==> src/hdl/dpf_pkg.sv <==
// ----------------------------------------------------------------------------
// dpf_pkg
// shared types and constants for the ip packet port filter
// ----------------------------------------------------------------------------
package dpf_pkg;

    typedef enum logic [1:0] {
        VERDICT_SKIP = 2'd0,
        VERDICT_BAD  = 2'd1,
        VERDICT_FWD  = 2'd2
    } verdict_t;

    localparam logic [7:0]  PROTO_ICMP  = 8'h01;
    localparam logic [7:0]  PROTO_TCP   = 8'h06;
    localparam logic [7:0]  PROTO_UDP   = 8'h11;
    localparam logic [7:0]  PROTO_ICMP6 = 8'h3A;
    localparam logic [7:0]  PROTO_FRAG6 = 8'h2C;
    localparam logic [15:0] DNS_PORT_RESET = 16'd53;
    localparam logic [15:0] MIN_LEN     = 16'd20;
    localparam logic [5:0]  V6_HDR_LEN  = 6'd40;
    localparam logic [15:0] V6_PORT_END = 16'd44;
    localparam logic [15:0] FRAG_MASK   = 16'h3FFF;
    localparam logic [3:0]  IP_V4       = 4'd4;
    localparam logic [3:0]  IP_V6       = 4'd6;

    // header fields as they stand after the current byte
    typedef struct packed {
        logic [15:0] count;
        logic [3:0]  version;
        logic [3:0]  hwords;
        logic [7:0]  proto;
        logic [7:0]  next_hdr;
        logic [15:0] frag;
        logic [15:0] sport;
        logic [15:0] dport;
    } hdr_t;

endpackage

==> src/hdl/dpf_capture.sv <==
// ----------------------------------------------------------------------------
// dpf_capture
// byte counter and header field capture for one packet
// ----------------------------------------------------------------------------
module dpf_capture
    import dpf_pkg::*;
#(
    parameter int MAX_PACKET_BYTES = 65535
)
(
    input  logic       clk,
    input  logic       rst_n,
    input  logic       accept,
    input  logic [7:0] pkt_byte,
    input  logic       last_byte,
    output hdr_t       hdr_next
);

    localparam logic [15:0] MaxBytes = 16'(MAX_PACKET_BYTES);

    hdr_t        hdr_reg;
    logic [15:0] idx;
    logic [3:0]  ver_eff;
    logic [3:0]  hw_eff;
    logic [5:0]  ofs;
    logic [16:0] diff;

    assign idx = hdr_reg.count;

    always_comb
    begin
        hdr_next = hdr_reg;
        ver_eff  = hdr_reg.version;
        hw_eff   = hdr_reg.hwords;
        ofs      = 6'd0;
        diff     = 17'd0;
        if (idx < MaxBytes)
        begin
            if (idx == 16'd0)
            begin
                ver_eff = pkt_byte[7:4];
                hw_eff  = pkt_byte[3:0];
            end
            hdr_next.version = ver_eff;
            hdr_next.hwords  = hw_eff;
            if (idx == 16'd6)
            begin
                hdr_next.frag[15:8] = pkt_byte;
                hdr_next.next_hdr   = pkt_byte;
            end
            else if (idx == 16'd7)
            begin
                hdr_next.frag[7:0] = pkt_byte;
            end
            else if (idx == 16'd9)
            begin
                hdr_next.proto = pkt_byte;
            end
            ofs  = (ver_eff == IP_V6) ? V6_HDR_LEN : {hw_eff, 2'b00};
            diff = {1'b0, idx} - {11'd0, ofs};
            // port bytes, source first, big-endian
            if (idx >= {10'd0, ofs} && diff < 17'd4)
            begin
                case (diff[1:0])
                    2'd0:    hdr_next.sport[15:8] = pkt_byte;
                    2'd1:    hdr_next.sport[7:0]  = pkt_byte;
                    2'd2:    hdr_next.dport[15:8] = pkt_byte;
                    default: hdr_next.dport[7:0]  = pkt_byte;
                endcase
            end
            hdr_next.count = idx + 16'd1;
        end
    end

    always_ff @(posedge clk or negedge rst_n)
    begin
        if (!rst_n)
        begin
            hdr_reg <= '0;
        end
        else if (accept)
        begin
            if (last_byte)
                hdr_reg <= '0;
            else
                hdr_reg <= hdr_next;
        end
    end

endmodule

==> src/hdl/dpf_verdict.sv <==
// ----------------------------------------------------------------------------
// dpf_verdict
// verdict decision from the captured header fields
// ----------------------------------------------------------------------------
module dpf_verdict
    import dpf_pkg::*;
(
    input  hdr_t        hdr,
    input  logic        sink_up,
    input  logic [15:0] dns_port,
    output verdict_t    verdict
);

    logic        port_hit;
    logic [15:0] v4_port_end;
    logic        is_l4_v4;
    logic        is_l4_v6;

    assign port_hit    = (hdr.sport == dns_port) || (hdr.dport == dns_port);
    assign v4_port_end = {10'd0, hdr.hwords, 2'b00} + 16'd4;
    assign is_l4_v4    = (hdr.proto == PROTO_TCP) || (hdr.proto == PROTO_UDP);
    assign is_l4_v6    = (hdr.next_hdr == PROTO_TCP) || (hdr.next_hdr == PROTO_UDP);

    always_comb
    begin
        verdict = VERDICT_BAD;
        if (!sink_up)
            verdict = VERDICT_SKIP;
        else if (hdr.count < MIN_LEN)
            verdict = VERDICT_BAD;
        else if (hdr.version == IP_V4)
        begin
            if (hdr.proto == PROTO_ICMP)
                verdict = VERDICT_FWD;
            else if (is_l4_v4)
            begin
                if (hdr.count < v4_port_end)
                    verdict = VERDICT_BAD;
                else
                    verdict = port_hit ? VERDICT_FWD : VERDICT_SKIP;
            end
            else
                verdict = ((hdr.frag & FRAG_MASK) != 16'd0) ? VERDICT_FWD : VERDICT_SKIP;
        end
        else if (hdr.version == IP_V6)
        begin
            if (hdr.next_hdr == PROTO_ICMP6 || hdr.next_hdr == PROTO_FRAG6)
                verdict = VERDICT_FWD;
            else if (is_l4_v6)
            begin
                if (hdr.count < V6_PORT_END)
                    verdict = VERDICT_BAD;
                else
                    verdict = port_hit ? VERDICT_FWD : VERDICT_SKIP;
            end
            else
                verdict = VERDICT_SKIP;
        end
    end

endmodule

==> src/hdl/dns_packet_filter.sv <==
// ----------------------------------------------------------------------------
// dns_packet_filter
// ip packet port filter giving one verdict per packet
// ----------------------------------------------------------------------------
// The block takes an IP packet one byte per item on the slave stream, with
// tlast on the final byte, and gives one result item per packet on the master
// stream: a verdict (skipped, malformed, forward) and the saturated byte count.
// Header capture and the verdict are a single pass of logic between the
// capture registers and the output register, so a byte is taken in every
// cycle as long as the output register is empty or is being drained in that
// cycle. The verdict item appears the cycle after the last byte is accepted.
// ICMP, ICMPv6, IPv4 fragments that are not TCP/UDP, IPv6 fragment headers
// and TCP/UDP packets with either port equal to dns_port are forwarded; the
// port register resets to 53 and should be written only while no packet is
// in flight. tuser on the last byte tells whether the sink is up; when it is
// low the verdict is skipped.
// ----------------------------------------------------------------------------
module dns_packet_filter
    import dpf_pkg::*;
#(
    parameter int MAX_PACKET_BYTES = 65535
)
(
    input  logic        clk,
    input  logic        rst_n,
    // input stream
    input  logic        s_tvalid,
    output logic        s_tready,
    input  logic [7:0]  s_tdata,    // [7:0] pkt_byte
    input  logic        s_tlast,    // last_byte
    input  logic        s_tuser,    // sink_up
    // result stream
    output logic        m_tvalid,
    input  logic        m_tready,
    output logic [23:0] m_tdata,    // [1:0] verdict, [17:2] packet_length, rest zero
    // dns port register
    input  logic        cfg_we,
    input  logic [15:0] cfg_wdata
);

    logic        accept;
    logic        emit;
    hdr_t        hdr_next;
    verdict_t    verdict;

    logic [15:0] dns_port_reg;
    logic        m_valid_reg;
    verdict_t    verdict_reg;
    logic [15:0] length_reg;

    // output register frees up when empty or drained this cycle
    assign s_tready = !m_valid_reg || m_tready;
    assign accept   = s_tvalid && s_tready;
    assign emit     = accept && s_tlast;

    dpf_capture #(
        .MAX_PACKET_BYTES (MAX_PACKET_BYTES)
    ) u_capture (
        .clk       (clk),
        .rst_n     (rst_n),
        .accept    (accept),
        .pkt_byte  (s_tdata),
        .last_byte (s_tlast),
        .hdr_next  (hdr_next)
    );

    dpf_verdict u_verdict (
        .hdr      (hdr_next),
        .sink_up  (s_tuser),
        .dns_port (dns_port_reg),
        .verdict  (verdict)
    );

    // configuration
    always_ff @(posedge clk or negedge rst_n)
    begin
        if (!rst_n)
            dns_port_reg <= DNS_PORT_RESET;
        else if (cfg_we)
            dns_port_reg <= cfg_wdata;
    end

    // result valid
    always_ff @(posedge clk or negedge rst_n)
    begin
        if (!rst_n)
            m_valid_reg <= 1'b0;
        else if (emit)
            m_valid_reg <= 1'b1;
        else if (m_tready)
            m_valid_reg <= 1'b0;
    end

    // result payload
    always_ff @(posedge clk)
    begin
        if (emit)
        begin
            verdict_reg <= verdict;
            length_reg  <= hdr_next.count;
        end
    end

    assign m_tvalid = m_valid_reg;
    assign m_tdata  = {6'd0, length_reg, verdict_reg};

endmodule

==> config.mk <==
export PLATFORM = sky130hd
export DESIGN_NAME = dns_packet_filter
export DESIGN_NICKNAME = d
export VERILOG_FILES = /design/src/hdl/dpf_pkg.sv /design/src/hdl/dpf_capture.sv /design/src/hdl/dpf_verdict.sv /design/src/hdl/dns_packet_filter.sv
export SDC_FILE = /design/constraint.sdc
export NUM_CORES = 1
export LEC_CHECK = 0
export ABC_AREA = 1
export ABC_CLOCK_PERIOD_IN_PS = 5400
export BUFFER_PORTS_ARGS = -buffer_cell sky130_fd_sc_hd__clkbuf_2
export CORE_MARGIN = 8
export CORE_UTILIZATION = 36
export CTS_BUF_LIST = sky130_fd_sc_hd__clkbuf_8
export CTS_CLUSTER_DIAMETER = 60
export DETAILED_ROUTE_END_ITERATION = 12
export SKIP_LAST_GASP = 1
export SYNTH_ARGS = -nofsm -noshare
export SYNTH_HDL_FRONTEND = slang
export SYNTH_SLANG_ARGS = --single-unit
==> constraint.sdc <==
create_clock -name clk -period 5.4 [get_ports clk]
set_input_delay 1.08 -clock clk [delete_from_list [all_inputs] [get_ports clk]]
set_output_delay 1.08 -clock clk [all_outputs]
set_load 0.05 [all_outputs]
==> impl_results.md <==
- Slew @ Worst Pin: 865 ps
- Largest cells by area after synthesis: dfrtp_1, nand2_1, o21ai_0
- Vias: 7418
- Placed inst area: 8260 sq um
- CP Launch Type: register
- Layout Cells excl Fill: 1429
- Yosys warns: 0
- Core footprint: 21100 sq um
- Met2 Use GR: 27.5%
- WL final: 22.1 mm
- Die area: 26500 sq um
- Net count reported at finish: 1187
- Final Wtd Congestion: 0.873
- Vias in the first global route: 7051
- Critical path capture point type: register
- Crit path time final: 4940 ps
- Overall Global Routing Usage: 16.9%
- Rel. slew slack: 42.3%
- Most frequent CP cell: nand2_1
- Hold crit path type: reg2reg
- Worst hold path cell count: 2
- Htree depth: 4
- Post-synth EDFFs: 18
- Max cap viols: 0
- Worst path required time: 5710 ps
- Chip Width: 163 um
- Clock Skews: 17.1 ps
- TritonCTS clock tree: done
- Prevailing post-synth register cell: dfrtp_1
- Largest net degree at the start of global routing: 72
- Root Buffer: clkbuf_8
- Max reg flops: 70
- Sequential fraction of the synthesis area: 40.3%
- Layout area overhead: 13.8%
- Outcome: finished clean
- Vias/cell: 5.19
- Worst Path Max Fanout: 32
- Routed len/inst: 15.5 um
- CTS Sinks: 121
- Worst VDD drop: 0.000155 V
- Initial antenna violation count: 0
- Met1 usage: 22.4%
- Max Slew Vio Count: 0
- Area of the mapped netlist: 7740 sq um
- Placed Cells: 1392
- Row count: 53
- Clk Latency, worst-skew pair: 460 ps
- M3 GR Usage: 3.13%
- Initial Utilization: 36.7%
- Fin Setup TNS: 0 ps
- Post-route ant nets: 0
- Leakage power: 4.26 nW
- Cells after synthesis: 1094
- Hold violation total from the final report: 0
- Boundary Pins: 57
- Most frequent cells in the layout: nand2_1, inv_1, o21ai_0
- Yosys reg bits: 121
- GRT Residual Overflow: 0
- Design area: 8810 sq um
- Longest Clk Path Bufs: 2
- Yosys cell types: 40
- PwrDens: 291 nW/um^2
- Commonest non-fill, non-tap cell in the layout: nand2_1
- Period utilization: 91.6%
- Height of the chip: 163 um
- 1st-iter DRT viols: 632
- Reg2Reg Depth: 37
- Syn avg cell area: 7.08 sq um
- Slowest Stage Delay on Critical Path: 400 ps
- DRT Pass-1 Iters: 5
- Share of the synthesized area in the top cell type: 32.0%
- Most used routing layer in global routing: met2
- Final antenna diode count: 0
- # setup viols final: 0
- Hold_ws: 486 ps
- First-pass GRT wire length: 36.3 mm
- Max stage delay cell, worst path: dfrtp_1
- FMAX: 0.202 GHz
- Clk pin slew, worst setup/hold paths: 80 ps
- Share of cells above drive strength 1: 13.1%
- # DRC: 0
- WS Path Type: reg2reg
- IO buf count: 50
- CP arrival: 5250 ps
- Post-synth top area cell: dfrtp_1
- Async S/R FF share, synth: 85.1%
- Pwr Total: 2.56 mW
- Hpwl dp: 14.9 mm
- Num CTS Buffers: 17
==> report_power, final <==
part	total (mW)	switching, mW	internal, mW
Sequential	0.991	0.0230	0.968
Clock	0.855	0.393	0.462
Combinational	0.718	0.486	0.232
Total	2.56	0.902	1.66
==> worst max-delay path: cells and delay by family, from the launching register on <==
kind | cells | cell delay [ps]
AO/OA/AOI/OAI | 2 | 230
adder cells (fa/ha/maj) | 2 | 600
buffers and inverters | 4 | 540
flip-flops | 1 | 400
AND/OR/NAND/NOR | 29 | 3010
==> synthesized netlist by cell type (2+ instances only) <==
cell type,n
nor2_2,4
inv_2,8
edfxtp_1,18
o21ai_1,5
dfrtp_1,99
a21oi_1,18
nor2_4,7
nor2_1,70
inv_1,125
xor2_1,8
buf_4,6
nand4_1,47
o22ai_1,51
dfstp_2,4
nor3_1,10
clkbuf_1,31
nand2_1,315
o31ai_1,2
nand2_2,10
ha_1,14
o21ai_0,116
nand3_1,88
nor4_1,4
buf_6,3
buf_2,13
xnor2_1,2
a21oi_2,3
==> routing by layer <==
| layer | vias to the layer above | share of wire (%) |
|---|---|---|
| li1 | 3725 | - |
| met1 | 3467 | 46 |
| met2 | 197 | 46 |
| met3 | 29 | 5.5 |
| met4 | 0 | 1.9 |
| met5 | - | 0 |
==> logic make-up (layout without fill, tap and decap cells) <==
family | Yosys count | count (layout) | synth area share, %
AND/OR/NAND/NOR | 563 | 565 | 32.3
AO/OA/AOI/OAI | 197 | 197 | 13.8
buffers and inverters | 187 | 240 | 9.86
flip-flops | 121 | 121 | 40.3
adder cells (fa/ha/maj) | 15 | 15 | 2.52
XOR/XNOR | 10 | 10 | 1.13
other | 1 | 6 | 0.0484
==> final timing paths <==
check	start	end	slack, ps
worst max-delay path	u_capture.idx[9]	verdict_reg[1]	460
worst min-delay path	u_capture.hdr_reg[41]	u_capture.hdr_reg[41]	490
worst max register to register	u_capture.idx[9]	verdict_reg[1]	460
worst min register to register	u_capture.hdr_reg[41]	u_capture.hdr_reg[41]	490
max in group asynchronous	rst_n	u_capture.hdr_reg[0]	3600
min in group asynchronous	rst_n	u_capture.idx[9]	700
==> final cells by class <==
cell class,instances,area (sq um)
fill,2183,12300
multi-input combinational,793,3930
sequential,121,3120
timing repair buffer,75,515
inverter,133,499
tap,275,344
clock buffer,18,248
clock inverter,14,158
==> per-stage QoR <==
stage / setup WS [ps] / utilization [%]
6_report: 456 / 41.8
5_1_grt: -6.85 / 41.8
4_1_cts: 152 / 41.1
3_5_place_dp: 126 / 39.2
3_3_place_gp: 223 / 39.2
2_1_floorplan: 825 / -
==> repair_timing <==
item / 4_1_cts / 5_1_grt
gates resized for setup: 0 / 16
hold buffers: 0 / 0
endpoints found under the setup margin: 0 / 1
buffers inserted: 0 / 3
endpoints found under the hold margin: 0 / 0
No activity file was read; power rests on OpenSTA's default activity.
